==> config.mk <==
export PLATFORM = sky130hd
export DESIGN_NAME = decel_blink_brake_light_core
export DESIGN_NICKNAME = d
export VERILOG_FILES = /design/src/hw/rtl/dbbl_pkg.sv /design/src/hw/rtl/dbbl_mag.sv /design/src/hw/rtl/dbbl_avg.sv /design/src/hw/rtl/decel_blink_brake_light_core.sv
export SDC_FILE = /design/constraint.sdc
export NUM_CORES = 1
export LEC_CHECK = 0
export BUFFER_PORTS_ARGS = -buffer_cell sky130_fd_sc_hd__buf_2
export CORE_ASPECT_RATIO = 1.5
export CORE_MARGIN = 2
export CORE_UTILIZATION = 50
export DETAILED_ROUTE_END_ITERATION = 6
export PLACE_DENSITY = 0.77
export SLEW_MARGIN = 20
export SYNTH_ARGS = -nofsm -noshare
export SYNTH_HDL_FRONTEND = slang
export SYNTH_HIERARCHICAL = 1
export SYNTH_SLANG_ARGS = --single-unit
==> constraint.sdc <==
create_clock -name clock -period 12.7 [get_ports clock]
set_clock_uncertainty 0.15 [all_clocks]
set_input_delay 0.635 -clock clock [delete_from_list [all_inputs] [get_ports clock]]
set_output_delay 0.635 -clock clock [all_outputs]
set_load 0.02 [all_outputs]
==> src/hw/rtl/dbbl_pkg.sv <==
// Shared types, codes and defaults for the decelerating blink brake light.
package dbbl_pkg;

   localparam int SAMPLES_DEFAULT     = 4;
   localparam int SAMPLE_BITS_DEFAULT = 16;
   localparam int TIMER_BITS_DEFAULT  = 13;

   localparam int FIELD_W    = 16;
   localparam int SUM_W      = 19;
   localparam int AVG_W      = 17;
   localparam int LEVEL_W    = 4;
   localparam int COUNT_W    = 3;
   localparam int THR_W      = 16;
   localparam int INTERVAL_W = 10;
   localparam int MS_W       = 12;
   localparam int CSR_DATA_W = 16;

   localparam logic [THR_W-1:0]      LEVEL1_THR_RESET = 16'd23921;
   localparam logic [THR_W-1:0]      LEVEL2_THR_RESET = 16'd24904;
   localparam logic [THR_W-1:0]      LEVEL4_THR_RESET = 16'd25887;
   localparam logic [THR_W-1:0]      LEVEL8_THR_RESET = 16'd26870;
   localparam logic [INTERVAL_W-1:0] INTERVAL_RESET   = 10'd10;
   localparam logic [MS_W-1:0]       HOLD_RESET       = 12'd500;
   localparam logic [MS_W-1:0]       BASE_RESET       = 12'd500;
   localparam logic [MS_W-1:0]       OFF_RESET        = 12'd100;

   localparam logic [LEVEL_W-1:0] LEVEL_STEADY = 4'd0;
   localparam logic [LEVEL_W-1:0] LEVEL_1      = 4'd1;
   localparam logic [LEVEL_W-1:0] LEVEL_2      = 4'd2;
   localparam logic [LEVEL_W-1:0] LEVEL_4      = 4'd4;
   localparam logic [LEVEL_W-1:0] LEVEL_8      = 4'd8;

   typedef struct packed {
      logic signed [FIELD_W-1:0] accel_x;
      logic signed [FIELD_W-1:0] accel_y;
      logic signed [FIELD_W-1:0] accel_z;
   } req_data_type;

   typedef struct packed {
      logic               lamp_on;
      logic [LEVEL_W-1:0] blink_level;
      logic [AVG_W-1:0]   average_magnitude;
      logic               average_ready;
   } rsp_data_type;

   typedef enum logic [2:0] {
      CSR_LEVEL1_THR,
      CSR_LEVEL2_THR,
      CSR_LEVEL4_THR,
      CSR_LEVEL8_THR,
      CSR_SAMPLE_INTERVAL,
      CSR_HOLD_AFTER_AVG,
      CSR_BLINK_BASE,
      CSR_OFF_EXTRA
   } csr_index_type;

   typedef enum logic [1:0] {
      ST_IDLE,
      ST_MAG,
      ST_DIV,
      ST_LAMP
   } state_type;

   typedef enum logic [1:0] {
      PH_IDLE,
      PH_SQUARE,
      PH_ROOT
   } mag_phase_type;

endpackage

==> src/hw/rtl/dbbl_mag.sv <==
// Bit-serial sum of squares and digit-serial floor square root of one sample.
module dbbl_mag #(
   parameter int SAMPLE_BITS = dbbl_pkg::SAMPLE_BITS_DEFAULT
) (
   input  logic                    clock,
   input  logic                    reset,
   input  logic                    start,
   input  dbbl_pkg::req_data_type  sample,
   output logic                    done,
   output logic [SAMPLE_BITS-1:0]  root
);
   import dbbl_pkg::*;

   localparam int SQ_W  = 2 * SAMPLE_BITS;
   localparam int CNT_W = $clog2(SAMPLE_BITS);
   localparam int REM_W = SAMPLE_BITS + 2;

   function automatic logic [SAMPLE_BITS-1:0] abs_low(input logic [FIELD_W-1:0] raw);
      logic [SAMPLE_BITS-1:0] v;
      v = raw[SAMPLE_BITS-1:0];
      return v[SAMPLE_BITS-1] ? SAMPLE_BITS'(~v + 1'b1) : v;
   endfunction

   mag_phase_type          phase_ff, phase_in;
   logic [CNT_W-1:0]       cnt_ff, cnt_in;
   logic [1:0]             comp_ff, comp_in;
   logic [SQ_W-1:0]        mcand_ff, mcand_in;
   logic [SAMPLE_BITS-1:0] mplier_ff, mplier_in;
   logic [SAMPLE_BITS-1:0] ab_y_ff, ab_y_in;
   logic [SAMPLE_BITS-1:0] ab_z_ff, ab_z_in;
   logic [SQ_W-1:0]        acc_ff, acc_in;
   logic [REM_W-1:0]       rem_ff, rem_in;
   logic [SAMPLE_BITS-1:0] root_ff, root_in;
   logic                   done_ff, done_in;

   logic [SQ_W-1:0]  acc_sum;
   logic [REM_W+1:0] rem_t;
   logic [REM_W+1:0] trial;
   logic [REM_W+1:0] rem_sub;
   logic             ge;
   logic             last;

   always_ff @(posedge clock) begin
      if (reset) begin
         phase_ff <= PH_IDLE;
         done_ff  <= 1'b0;
      end else begin
         phase_ff <= phase_in;
         done_ff  <= done_in;
      end
      cnt_ff    <= cnt_in;
      comp_ff   <= comp_in;
      mcand_ff  <= mcand_in;
      mplier_ff <= mplier_in;
      ab_y_ff   <= ab_y_in;
      ab_z_ff   <= ab_z_in;
      acc_ff    <= acc_in;
      rem_ff    <= rem_in;
      root_ff   <= root_in;
   end

   always_comb begin
      acc_sum = acc_ff + (mplier_ff[0] ? mcand_ff : '0);
      rem_t   = {rem_ff, acc_ff[SQ_W-1 -: 2]};
      trial   = {2'b00, root_ff, 2'b01};
      ge      = rem_t >= trial;
      rem_sub = rem_t - trial;
      last    = cnt_ff == CNT_W'(SAMPLE_BITS - 1);

      phase_in  = phase_ff;
      cnt_in    = cnt_ff;
      comp_in   = comp_ff;
      mcand_in  = mcand_ff;
      mplier_in = mplier_ff;
      ab_y_in   = ab_y_ff;
      ab_z_in   = ab_z_ff;
      acc_in    = acc_ff;
      rem_in    = rem_ff;
      root_in   = root_ff;
      done_in   = 1'b0;

      case (phase_ff)
         PH_IDLE: begin
            if (start) begin
               mplier_in = abs_low(sample.accel_x);
               mcand_in  = SQ_W'(abs_low(sample.accel_x));
               ab_y_in   = abs_low(sample.accel_y);
               ab_z_in   = abs_low(sample.accel_z);
               acc_in    = '0;
               cnt_in    = '0;
               comp_in   = '0;
               phase_in  = PH_SQUARE;
            end
         end
         PH_SQUARE: begin
            acc_in    = acc_sum;
            mcand_in  = mcand_ff << 1;
            mplier_in = mplier_ff >> 1;
            cnt_in    = cnt_ff + 1'b1;
            if (last) begin
               cnt_in = '0;
               if (comp_ff == 2'd2) begin
                  rem_in   = '0;
                  root_in  = '0;
                  phase_in = PH_ROOT;
               end else begin
                  comp_in   = comp_ff + 1'b1;
                  mplier_in = ab_y_ff;
                  mcand_in  = SQ_W'(ab_y_ff);
                  ab_y_in   = ab_z_ff;
               end
            end
         end
         PH_ROOT: begin
            rem_in  = ge ? rem_sub[REM_W-1:0] : rem_t[REM_W-1:0];
            root_in = {root_ff[SAMPLE_BITS-2:0], ge};
            acc_in  = acc_ff << 2;
            cnt_in  = cnt_ff + 1'b1;
            if (last) begin
               done_in  = 1'b1;
               phase_in = PH_IDLE;
            end
         end
         default: begin
            phase_in = PH_IDLE;
         end
      endcase
   end

   assign done = done_ff;
   assign root = root_ff;

endmodule

==> src/hw/rtl/dbbl_avg.sv <==
// Bit-serial restoring division of the magnitude sum by the sample count.
module dbbl_avg #(
   parameter int DIVISOR = dbbl_pkg::SAMPLES_DEFAULT
) (
   input  logic                       clock,
   input  logic                       reset,
   input  logic                       start,
   input  logic [dbbl_pkg::SUM_W-1:0] dividend,
   output logic                       done,
   output logic [dbbl_pkg::SUM_W-1:0] quotient
);
   import dbbl_pkg::*;

   localparam int RW    = $clog2(DIVISOR) + 1;
   localparam int CNT_W = $clog2(SUM_W);

   logic             busy_ff, busy_in;
   logic             done_ff, done_in;
   logic [CNT_W-1:0] cnt_ff, cnt_in;
   logic [SUM_W-1:0] dvd_ff, dvd_in;
   logic [RW-2:0]    rem_ff, rem_in;

   logic [RW-1:0] rem_t;
   logic          ge;

   always_ff @(posedge clock) begin
      if (reset) begin
         busy_ff <= 1'b0;
         done_ff <= 1'b0;
      end else begin
         busy_ff <= busy_in;
         done_ff <= done_in;
      end
      cnt_ff <= cnt_in;
      dvd_ff <= dvd_in;
      rem_ff <= rem_in;
   end

   always_comb begin
      rem_t   = {rem_ff, dvd_ff[SUM_W-1]};
      ge      = rem_t >= RW'(DIVISOR);
      busy_in = busy_ff;
      done_in = 1'b0;
      cnt_in  = cnt_ff;
      dvd_in  = dvd_ff;
      rem_in  = rem_ff;
      if (busy_ff) begin
         rem_in = ge ? (RW-1)'(rem_t - RW'(DIVISOR)) : rem_t[RW-2:0];
         dvd_in = {dvd_ff[SUM_W-2:0], ge};
         cnt_in = cnt_ff + 1'b1;
         if (cnt_ff == CNT_W'(SUM_W - 1)) begin
            busy_in = 1'b0;
            done_in = 1'b1;
         end
      end else if (start) begin
         busy_in = 1'b1;
         dvd_in  = dividend;
         rem_in  = '0;
         cnt_in  = '0;
      end
   end

   assign done     = done_ff;
   assign quotient = dvd_ff;

endmodule

==> src/hw/rtl/decel_blink_brake_light_core.sv <==
// Top level of the decelerating blink brake light: timers, averaging, levels and lamp.
// No sample due: the accepted word goes to the lamp state, which registers the result and returns to idle.
// Sample due: the word first passes through the serial magnitude unit, then the lamp state.
// A tick that also forms an average passes through the serial divide before the lamp state.
// One word is in flight at a time; the next is taken while the result waits downstream.
// Synchronous reset restores register defaults, clears timers, sum and level, lamp lit.
module decel_blink_brake_light_core #(
   parameter int SAMPLES_PER_AVERAGE = dbbl_pkg::SAMPLES_DEFAULT,
   parameter int SAMPLE_BITS         = dbbl_pkg::SAMPLE_BITS_DEFAULT,
   parameter int TIMER_BITS          = dbbl_pkg::TIMER_BITS_DEFAULT
) (
   input  logic                            clock,
   input  logic                            reset,
   input  logic                            req_valid,
   output logic                            req_stall,
   input  dbbl_pkg::req_data_type          req_data,
   output logic                            rsp_valid,
   input  logic                            rsp_stall,
   output dbbl_pkg::rsp_data_type          rsp_data,
   input  logic                            csr_valid,
   output logic                            csr_ready,
   input  dbbl_pkg::csr_index_type         csr_index,
   input  logic [dbbl_pkg::CSR_DATA_W-1:0] csr_wdata
);
   import dbbl_pkg::*;

   localparam int CMP_W = (TIMER_BITS > MS_W + 1 ? TIMER_BITS : MS_W + 1) + 1;
   localparam logic [TIMER_BITS-1:0] TMAX = {TIMER_BITS{1'b1}};

   function automatic logic [LEVEL_W-1:0] classify(
      input logic [AVG_W-1:0] a,
      input logic [THR_W-1:0] t1,
      input logic [THR_W-1:0] t2,
      input logic [THR_W-1:0] t4,
      input logic [THR_W-1:0] t8
   );
      logic [LEVEL_W-1:0] lvl;
      lvl = LEVEL_STEADY;
      if (a >= AVG_W'(t1) && a < AVG_W'(t2)) lvl = LEVEL_1;
      if (a >= AVG_W'(t2) && a < AVG_W'(t4)) lvl = LEVEL_2;
      if (a >= AVG_W'(t4) && a < AVG_W'(t8)) lvl = LEVEL_4;
      if (a >= AVG_W'(t8)) lvl = LEVEL_8;
      return lvl;
   endfunction

   logic [THR_W-1:0]      thr1_ff, thr2_ff, thr4_ff, thr8_ff;
   logic [INTERVAL_W-1:0] interval_ff;
   logic [MS_W-1:0]       hold_ms_ff, base_ff, off_ff;

   state_type          state_ff, state_in;
   logic [TIMER_BITS-1:0] se_ff, se_in;
   logic [TIMER_BITS-1:0] be_ff, be_in;
   logic               hold_ff, hold_in;
   logic [COUNT_W-1:0] count_ff, count_in;
   logic [SUM_W-1:0]   sum_ff, sum_in;
   logic [LEVEL_W-1:0] level_ff, level_in;
   logic               lit_ff, lit_in;
   logic [AVG_W-1:0]   avg_ff, avg_in;
   logic               avg_new_ff, avg_new_in;
   logic               rsp_valid_ff, rsp_valid_in;
   rsp_data_type       rsp_data_ff, rsp_data_in;

   logic                   accept;
   logic                   take;
   logic [TIMER_BITS-1:0]  se_tick, be_tick;
   logic [CMP_W-1:0]       wait_lim;
   logic                   mag_start, mag_done;
   logic [SAMPLE_BITS-1:0] mag_root;
   logic [SUM_W-1:0]       sum_add;
   logic [COUNT_W-1:0]     count_inc;
   logic                   avg_start, avg_done;
   logic [SUM_W-1:0]       avg_q;
   logic                   out_free;
   logic [MS_W-1:0]        on_ms;
   logic [MS_W:0]          limit;
   logic                   lit_n;
   logic [TIMER_BITS-1:0]  be_n;

   dbbl_mag #(
      .SAMPLE_BITS(SAMPLE_BITS)
   ) u_mag (
      .clock (clock),
      .reset (reset),
      .start (mag_start),
      .sample(req_data),
      .done  (mag_done),
      .root  (mag_root)
   );

   dbbl_avg #(
      .DIVISOR(SAMPLES_PER_AVERAGE)
   ) u_avg (
      .clock   (clock),
      .reset   (reset),
      .start   (avg_start),
      .dividend(sum_add),
      .done    (avg_done),
      .quotient(avg_q)
   );

   always_ff @(posedge clock) begin
      if (reset) begin
         thr1_ff     <= LEVEL1_THR_RESET;
         thr2_ff     <= LEVEL2_THR_RESET;
         thr4_ff     <= LEVEL4_THR_RESET;
         thr8_ff     <= LEVEL8_THR_RESET;
         interval_ff <= INTERVAL_RESET;
         hold_ms_ff  <= HOLD_RESET;
         base_ff     <= BASE_RESET;
         off_ff      <= OFF_RESET;
      end else if (csr_valid && csr_ready) begin
         case (csr_index)
            CSR_LEVEL1_THR:      thr1_ff     <= csr_wdata;
            CSR_LEVEL2_THR:      thr2_ff     <= csr_wdata;
            CSR_LEVEL4_THR:      thr4_ff     <= csr_wdata;
            CSR_LEVEL8_THR:      thr8_ff     <= csr_wdata;
            CSR_SAMPLE_INTERVAL: interval_ff <= csr_wdata[INTERVAL_W-1:0];
            CSR_HOLD_AFTER_AVG:  hold_ms_ff  <= csr_wdata[MS_W-1:0];
            CSR_BLINK_BASE:      base_ff     <= csr_wdata[MS_W-1:0];
            CSR_OFF_EXTRA:       off_ff      <= csr_wdata[MS_W-1:0];
            default: begin
            end
         endcase
      end
   end

   always_ff @(posedge clock) begin
      if (reset) begin
         state_ff     <= ST_IDLE;
         se_ff        <= '0;
         be_ff        <= '0;
         hold_ff      <= 1'b0;
         count_ff     <= '0;
         sum_ff       <= '0;
         level_ff     <= LEVEL_STEADY;
         lit_ff       <= 1'b1;
         avg_ff       <= '0;
         avg_new_ff   <= 1'b0;
         rsp_valid_ff <= 1'b0;
      end else begin
         state_ff     <= state_in;
         se_ff        <= se_in;
         be_ff        <= be_in;
         hold_ff      <= hold_in;
         count_ff     <= count_in;
         sum_ff       <= sum_in;
         level_ff     <= level_in;
         lit_ff       <= lit_in;
         avg_ff       <= avg_in;
         avg_new_ff   <= avg_new_in;
         rsp_valid_ff <= rsp_valid_in;
      end
      rsp_data_ff <= rsp_data_in;
   end

   always_comb begin
      req_stall = state_ff != ST_IDLE;
      accept    = req_valid && !req_stall;
      se_tick   = (se_ff == TMAX) ? se_ff : se_ff + 1'b1;
      be_tick   = (be_ff == TMAX) ? be_ff : be_ff + 1'b1;
      wait_lim  = CMP_W'(interval_ff) + (hold_ff ? CMP_W'(hold_ms_ff) : CMP_W'(0));
      take      = CMP_W'(se_tick) > wait_lim;
      mag_start = accept && take;
      sum_add   = sum_ff + SUM_W'(mag_root);
      count_inc = count_ff + 1'b1;
      avg_start = (state_ff == ST_MAG) && mag_done
                  && (count_inc >= COUNT_W'(SAMPLES_PER_AVERAGE));
      out_free  = !rsp_valid_ff || !rsp_stall;

      case (level_ff)
         LEVEL_2: on_ms = base_ff >> 1;
         LEVEL_4: on_ms = base_ff >> 2;
         LEVEL_8: on_ms = base_ff >> 3;
         default: on_ms = base_ff;
      endcase
      limit = (MS_W + 1)'(on_ms) + (lit_ff ? (MS_W + 1)'(0) : (MS_W + 1)'(off_ff));

      lit_n = lit_ff;
      be_n  = be_ff;
      if (level_ff != LEVEL_STEADY) begin
         if (CMP_W'(be_ff) > CMP_W'(limit)) begin
            if (lit_ff) begin
               lit_n = 1'b0;
            end else begin
               lit_n = 1'b1;
               be_n  = '0;
            end
         end
      end else begin
         lit_n = 1'b1;
         be_n  = '0;
      end

      state_in     = state_ff;
      se_in        = se_ff;
      be_in        = be_ff;
      hold_in      = hold_ff;
      count_in     = count_ff;
      sum_in       = sum_ff;
      level_in     = level_ff;
      lit_in       = lit_ff;
      avg_in       = avg_ff;
      avg_new_in   = avg_new_ff;
      rsp_valid_in = rsp_valid_ff && rsp_stall;
      rsp_data_in  = rsp_data_ff;

      case (state_ff)
         ST_IDLE: begin
            if (accept) begin
               be_in      = be_tick;
               avg_new_in = 1'b0;
               if (take) begin
                  se_in    = '0;
                  hold_in  = 1'b0;
                  state_in = ST_MAG;
               end else begin
                  se_in    = se_tick;
                  state_in = ST_LAMP;
               end
            end
         end
         ST_MAG: begin
            if (mag_done) begin
               sum_in   = sum_add;
               count_in = count_inc;
               state_in = avg_start ? ST_DIV : ST_LAMP;
            end
         end
         ST_DIV: begin
            if (avg_done) begin
               sum_in     = avg_q;
               count_in   = '0;
               hold_in    = 1'b1;
               avg_in     = avg_q[AVG_W-1:0];
               avg_new_in = 1'b1;
               level_in   = classify(avg_q[AVG_W-1:0], thr1_ff, thr2_ff, thr4_ff, thr8_ff);
               state_in   = ST_LAMP;
            end
         end
         ST_LAMP: begin
            if (out_free) begin
               lit_in                        = lit_n;
               be_in                         = be_n;
               rsp_valid_in                  = 1'b1;
               rsp_data_in.lamp_on           = lit_n;
               rsp_data_in.blink_level       = level_ff;
               rsp_data_in.average_magnitude = avg_ff;
               rsp_data_in.average_ready     = avg_new_ff;
               state_in                      = ST_IDLE;
            end
         end
         default: begin
            state_in = ST_IDLE;
         end
      endcase
   end

   assign rsp_valid = rsp_valid_ff;
   assign rsp_data  = rsp_data_ff;
   assign csr_ready = 1'b1;

endmodule

==> results of run 1 <==
## metal layers
metal  GRT usage, %  share of wire, %  up-vias
met5              0                 0        -
met4           14.6               5.9        0
met3           3.93               5.4      204
met2           46.2                52      632
met1           26.0                37     9372
li1               -                 -     9512
## how the worst max path moves through the flow
stage	from	endpoint	slack, ns	cells after the start
after floorplan	hold_ff	u_mag/ab_y_ff[0]	5.97	20
after global placement	hold_ff	u_mag/acc_ff[28]	7.05	21
after detailed placement	hold_ff	u_mag/acc_ff[27]	6.80	21
after CTS	hold_ff	u_mag/acc_ff[0]	6.75	21
after global routing	hold_ff	u_mag/acc_ff[27]	6.23	21
final	hold_ff	u_mag/acc_ff[27]	6.74	21
## cell usage in the layout (no fill, tap or decap), drive strengths merged, types with 40 or more instances in the layout
master  instances
o21ai         119
a21o           51
nor3           40
nand2         398
clkbuf         60
mux2i          46
xnor2          69
nor2          172
xor2           55
ha            195
buf           119
a21oi         219
nand3          73
o211ai         41
inv           150
and2           59
dfxtp         190
edfxtp        201
## per-stage QoR
step | util, % | setup WS (ns) | total power, mW
after floorplan | - | 5.97 | 2.69
after global placement | 52.4 | 7.05 | 2.97
after detailed placement | 52.4 | 6.80 | 3.02
after CTS | 55.2 | 6.75 | 4.25
after global routing | 55.2 | 6.23 | 4.48
final | 55.2 | 6.74 | 4.25
## flip-flops by register name, indices dropped and copies added (netlist names), 17 cells and up
register        cells
avg_ff             17
u_mag/rem_ff       18
u_mag/mcand_ff     32
u_mag/acc_ff       32
u_avg/quotient     19
sum_ff             19
rsp_data           23
## power by group
| group | internal, mW | switching, mW |
|---|---|---|
| registers | 1.51 | 0.0871 |
| clock network | 0.711 | 0.512 |
| logic | 0.556 | 0.873 |
| total | 2.78 | 1.47 |
## cell type report
type / instances / share of cell area [%]
clock inverters: 12 / 0.545
diodes: 1 / 0.00955
flip-flops and latches: 391 / 37.6
multi-input cells: 1966 / 49.8
inverters: 150 / 2.15
clock buffers: 60 / 4.54
repair buffers: 119 / 2.50
well taps: 600 / 2.87
## kinds of logic after synthesis
| group | Yosys count |
|---|---|
| and+or+nand+nor | 937 |
| xor gates and xnor gates | 124 |
| other | 1 |
| adders and majority gates | 199 |
| muxes | 68 |
| DFF | 391 |
| AOI/OAI and AO/OA | 637 |
| buffers and inverters | 272 |
## critical path, cell delays in order (launching register included)
cell	delay (ns)
dfxtp_1	0.44
and2_1	0.24
ha_1	0.21
fa_1	0.42
a21o_1	0.19
a21oi_1	0.24
o21bai_1	0.12
a21boi_0	0.28
o31ai_1	0.12
a21o_1	0.21
xor2_1	0.14
ha_1	0.30
nand2_1	0.08
nor4_1	0.30
o31ai_1	0.14
a31oi_2	0.37
nand2_1	0.15
inv_1	0.23
nand2_1	0.15
inv_1	0.51
a21o_1	0.15
buf_4	0.42
==> summary.md, run 1 <==
| Metric | Value |
|---|---|
| Fillcell total | `4111` |
| Synth Area in Adders | `between 10% and 20%` |
| Post-Synthesis Cell Area | `between 0.02 and 0.025 mm²` |
| First-pass GRT wire length | `~100000 µm` |
| Final Cell Area | `~0.026 mm²` |
| Worst r2r src | `hold_ff` |
| Synthesis-to-layout area growth | `9.57%` |
| Fin Setup TNS | `0 ns` |
| Cell taking the most area after synthesis | `edfxtp_1` |
| Row cnt | `98` |
| Multi-input logic area | `~0.013 mm²` |
| Xor-xnor portion of the synthesized cell area | `4.54%` |
| Setup Buffers After CTS | `0` |
| Initial antenna violation count | `1` |
| PD cells | `approximately 160 mW/mm²` |
| CTS tree | `built` |
| Nets | `2939` |
| CTS Buf Count | `40` |
| Reg2reg end | `u_mag/acc_ff[27]` |
| Yosys reg bits | `roughly 390` |
| Via count | `19720` |
| Hold path endpoint | `u_mag/ab_z_ff[0]` |
| CP required | `12.74 ns` |
| Worst Tran Pin Value | `around 1.0 ns` |
| Compound-Gate Fraction of Synth Area | `roughly 18%` |
| Post-synthesis mux area share | `under 10%` |
| Min Hold Slack | `between 0.1 and 0.15 ns` |
| Worst setup EP type | `register` |
| Chip Height | `roughly 270 µm` |
| Die X | `~180 µm` |
| I/O pins | `98` |
| Worst Hold Depth | `1` |
| Final Cycle Share | `roughly 47%` |
| Total GRT Usage | `between 20% and 30%` |
| Worst R2R Setup Slack | `between 6 and 7 ns` |
| Syn Nets | `2900` |
| Largest net degree at the start of global routing | `a little under 90` |
| Sequential Area | `between 0.009 and 0.01 mm²` |
| Antenna-violating nets left | `0` |
| Hold Path Origin | `req_data[0]` |
| Slew Viols, Final | `0` |
| Relative slew slack | `a little under a third` |
| Syn_area_per_cell | `between 9 and 10 µm²` |
| Drt wl/cell | `~19 µm` |
| Final hold vios | `0` |
| Initial Utilization | `between 50% and 60%` |
| Cells after DPL | `around 3200` |
| Post-Synthesis Cells | `2629` |
| Yosys warnings | `6` |
| Largest family of logic cells by synthesized area | `simple AND/OR/NAND/NOR gates` |
| Worst-Skew Late Latency | `about 0.55 ns` |
| Setup violators final | `0` |
| Root buffer cell | `clkbuf_16` |
| # resized after CTS | `0` |
| Synth async-reset ratio | `0%` |
| Die Area | `approximately 0.050 mm²` |
| CP max FO | `36` |
| Post-route DRC | `0` |
| Post-synth EDFFs | `between 200 and 250` |
| Hpwl dp | `45100 µm` |
| Post-Synth Simple-Gate Area | `between 10% and 20%` |
| Vias in the first global route | `20008` |
| Grt ovf | `0` |
| TritonRoute pass-1 iters | `5` |
| Share of cells above drive strength 1 | `just under 10%` |
| Vias/cell | `5.98` |
| Worst path arrival time | `about 6.0 ns` |
| Worst-path clk slew | `roughly 0.07 ns` |
| Worst vdd ir | `~0.00011 V` |
| Hold_buf cts | `0` |
| Achievable Freq | `between 150 and 200 MHz` |
| Final GP Congestion | `0.946` |
| Final min period | `about 6 ns` |
| Critical path type | `reg2reg` |
| Fin cells | `around 3300` |
| Ys flop type | `edfxtp_1` |
| Placeable core area | `0.0475 mm²` |
| Unrepaired setup endpoints after global routing | `no` |
| Seq/Total Area, Yosys | `41.2%` |
| R2r worst-path depth | `21` |
| H-tree Lvls | `2` |
| Min-delay worst type | `in2reg` |
| IO buf count | `96` |
| Maxcap violations | `0` |
| Clock buffer depth | `3` |
| Synth cell count leaders | `nand2_1 (397), a21oi_1 (216), edfxtp_1 (201), ha_1 (195), dfxtp_1 (190)` |
| 1st-iter DRT viols | `between 1000 and 1500` |
| Top cells by area, synth | `edfxtp_1 (25%), dfxtp_1 (16%), ha_1 (10%)` |
| Most frequent cell after synthesis | `nand2_1` |
| Clock Sinks | `~390` |
| Static leakage | `about 11 nW` |
| Synth unique cells | `~110` |
| Placed Area | `0.0249 mm²` |
| CP Launch Type | `register` |
| Status | `finished clean` |
| Area share of the largest cell type after synthesis | `approximately a quarter` |
| Total wire length | `between 60000 and 70000 µm` |
Power figures use the tool's default switching activity.
==> run 2: changes to the inputs <==
Settings changed: ABC_AREA set to 1, PLACE_DENSITY 0.77 to 0.79.
Clock period 12.7 ns to 4.9 ns, I/O delays scaled along.
==> run 2 against run 1 <==
  * Sequential cell count stayed put
  * Die area is 5.9% higher
  * First-iteration DRC count is 8.7% higher
  * Combinational power grew to 3.1 times the previous value
  * Design area is 8.0% higher
  * Via count is 16% higher
  * Clock-buffer cell count is 7 lower
  * Worst hold slack worse by 0.12 ns
  * Critical endpoint is now be_ff[3]
==> summary.md, run 2 <==
| Metric | Value |
|---|---|
| Seq/Total Area, Yosys | `38.8% (-2.3 points)` |
| Placeable core area | `0.0503 mm² (+6.0%)` |
| Nets | `3863 (+31%)` |
| Yosys reg bits | `391 (unchanged)` |
| Final min period | `4.45 ns (-1.51 ns)` |
| Vias/cell | `5.33 (-11%)` |
| I/O pins | `98 (unchanged)` |
| CTS Buf Count | `40 (unchanged)` |
| Commonest non-fill, non-tap cell in the layout | `nand2_1` |
| Initial Utilization | `50.4% (about the same)` |
| Maxcap violations | `0 (unchanged)` |
| Top cells by area, synth | `edfxtp_1 (24%), dfxtp_1 (15%), nand2_1 (14%)` |
| Cell taking the most area after synthesis | `edfxtp_1` |
| Total wire length | `65700 µm (+6.5%)` |
| Min-delay worst type | `in2reg` |
| Clock buffer depth | `3 (unchanged)` |
| CTS tree | `built` |
| Root buffer cell | `clkbuf_16` |
| Worst path arrival time | `4.75 ns (-1.25 ns)` |
| Largest net degree at the start of global routing | `122 (+40%)` |
| First-pass GRT wire length | `107000 µm (+7.6%)` |
| Row cnt | `101 (+3.1%)` |
| Relative slew slack | `36.7% (+6.5 points)` |
| Synth cell count leaders | `nand2_1 (924), inv_1 (511), nor2_1 (349), a21oi_1 (278), edfxtp_1 (201)` |
| Total GRT Usage | `24.9% (+0.13 points)` |
| CP required | `5.20 ns (-7.54 ns)` |
| Post-Synthesis Cell Area | `0.0253 mm² (+6.0%)` |
| Worst setup EP type | `register` |
| Post-Synthesis Cells | `3473 (+32%)` |
| Achievable Freq | `225 MHz (+34%)` |
| Share of cells above drive strength 1 | `7.29% (-2.3 points)` |
| Post-synth EDFFs | `201 (unchanged)` |
| Syn_area_per_cell | `7.30 µm² (-20%)` |
| Unrepaired setup endpoints after global routing | `no` |
| Commonest cells after routing, fill and taps aside | `nand2_1 (924), inv_1 (509), nor2_1 (348)` |
| Hold Path Origin | `req_data[39]` |
| Initial antenna violation count | `1 (unchanged)` |
| Synth unique cells | `54 (-49%)` |
| Worst Tran Pin Value | `0.944 ns (-0.102 ns)` |
| Via count | `22883 (+16%)` |
| Worst vdd ir | `0.000272 V (+160%)` |
| Worst setup path startpoint | `level_ff[0]` |
| Fin Setup TNS | `0 ns (unchanged)` |
| Yosys warnings | `6 (unchanged)` |
| Most frequent cell after synthesis | `nand2_1` |
| Placement Setup Slack | `0.251 ns (-6.55 ns)` |
| Slew Viols, Final | `0 (unchanged)` |
| Drt wl/cell | `15.3 µm (-18%)` |
| Final hold vios | `0 (unchanged)` |
| Clock Sinks | `391 (unchanged)` |
| Synthesis-to-layout area growth | `11.6%` |
| H-tree Lvls | `2 (unchanged)` |
| Worst-Skew Late Latency | `0.56 ns (about the same)` |
| Static leakage | `13.5 nW (+28%)` |
| Setup Buffers After CTS | `0 (unchanged)` |
| Antenna-violating nets left | `0 (unchanged)` |
| TritonRoute pass-1 iters | `6 (+1)` |
| Grt ovf | `0 (unchanged)` |
| PD cells | `417 mW/mm² (+160%)` |
| Min Hold Slack | `0.0248 ns (-0.117 ns)` |
| Final worst slack | `0.448 ns (-6.29 ns)` |
| Vias in the first global route | `22283 (+11%)` |
| CP max FO | `9 (-75%)` |
| Status | `finished clean` |
| Hpwl dp | `48000 µm (+6.3%)` |
| CP Launch Type | `register` |
| Post-route DRC | `0 (unchanged)` |
| IO buf count | `96 (unchanged)` |
| Final GP Congestion | `0.939 (-0.74%)` |
| Worst-path clk slew | `0.07 ns (about the same)` |
| Final Cycle Share | `90.9% (+44 points)` |
| Area share of the largest cell type after synthesis | `23.8% (-1.4 points)` |
| Synth async-reset ratio | `0% (unchanged)` |
| Setup violators final | `0 (unchanged)` |
| 1st-iter DRT viols | `1400 (+8.7%)` |
| Die Area | `0.0525 mm² (+5.9%)` |
| Die X | `188 µm (+2.9%)` |
| Critical path type | `reg2reg` |
| Syn Nets | `3744 (+29%)` |
| Worst r2r src | `level_ff[0]` |
| Chip Height | `280 µm (+2.9%)` |
| Ys flop type | `edfxtp_1` |
| Fillcell total | `4673 (+14%)` |
-- run 2: cell count changes after synthesis, sizes merged, moves of 61 or more --
cell / delta
nand2: +548
o21ai: +73
nor2: +187
a21oi: +61
inv: +373
nand3: +132
-- run 2: path summary, 6_finish.rpt --
check                      endpoint  slack, ns  cells after the start
setup / recovery           be_ff[3]       0.45                     26
hold / removal    u_mag/mcand_ff[7]       0.02                      4
setup reg to reg           be_ff[3]       0.45                     26
hold reg to reg        rsp_data[16]       0.28                      0
-- run 2: per-layer routing --
layer / GRT usage, % / vias to the layer above / wire length, µm
met1: 26.6 / 10467 / 24900
met3: 2.33 / 204 / 3040
met4: 13.0 / 0 / 3710
met5: 0 / - / 0
li1: - / 11546 / -
met2: 48.1 / 666 / 34100
-- run 2: final cells by class --
type	count	area (µm²)	share of cell area, %
Multi-Input combinational cell	2458	13100	46.2
Clock inverter	20	149	0.526
Timing Repair Buffer	177	1250	4.42
Tap cell	669	837	2.96
Sequential cell	391	9840	34.8
Inverter	524	1970	6.96
Clock buffer	53	1160	4.11
Antenna cell	1	2.50	0.00885
-- run 2: logic make-up (layout without fill, tap and decap cells) --
family          Yosys count  in the layout  share of synthesized area, %
simple gates           1600           1600                          26.3
buf+inv                 624            774                          9.75
compound gates          586            586                          12.7
flops                   391            391                          38.8
fa+ha+maj               199            199                          9.94
xor+xnor                 72             72                          2.49
other cells               1              2                        0.0148
-- run 2: repair_timing --
action | 4_1_cts | 5_1_grt
endpoints found under the setup margin | 0 | 14
hold buffers | 52 | 0
gates resized for setup | 0 | 4
endpoints found under the hold margin | 114 | 0
-- run 2: power by group --
group	switching (mW)	internal (mW)
logic	2.99	1.46
registers	0.271	4.00
clock network	1.34	1.73
-- run 2: per-stage QoR --
step / area, µm² / utilization (%) / std cells / power [mW]
2_1_floorplan: 25300 / - / 3473 / 7.62
3_3_place_gp: 26400 / 52.5 / 4166 / 8.61
3_5_place_dp: 26400 / 52.5 / 4166 / 8.69
4_1_cts: 28200 / 56.2 / 4291 / 11.8
5_1_grt: 28300 / 56.2 / 4293 / 12.6
6_report: 28300 / 56.2 / 4293 / 11.8
-- run 2: worst max-delay path, cell delays in order (launching register included) --
cell     delay [ns]
dfxtp_1        0.36
inv_1          0.08
nand2_1        0.11
nor3_2         0.06
inv_1          0.20
nand3_2        0.10
buf_4          0.18
o21ai_0        0.24
inv_1          0.11
fa_1           0.48
o21ai_1        0.24
a21oi_2        0.11
o21ai_1        0.20
a21o_1         0.14
a21oi_1        0.06
ha_1           0.29
nand2_1        0.07
nor2_1         0.19
and2_1         0.16
nand2_1        0.05
nand2_1        0.07
nand3_1        0.11
nand3_2        0.19
buf_4          0.18
nand3_1        0.07
nand2_1        0.08
nor2_1         0.05
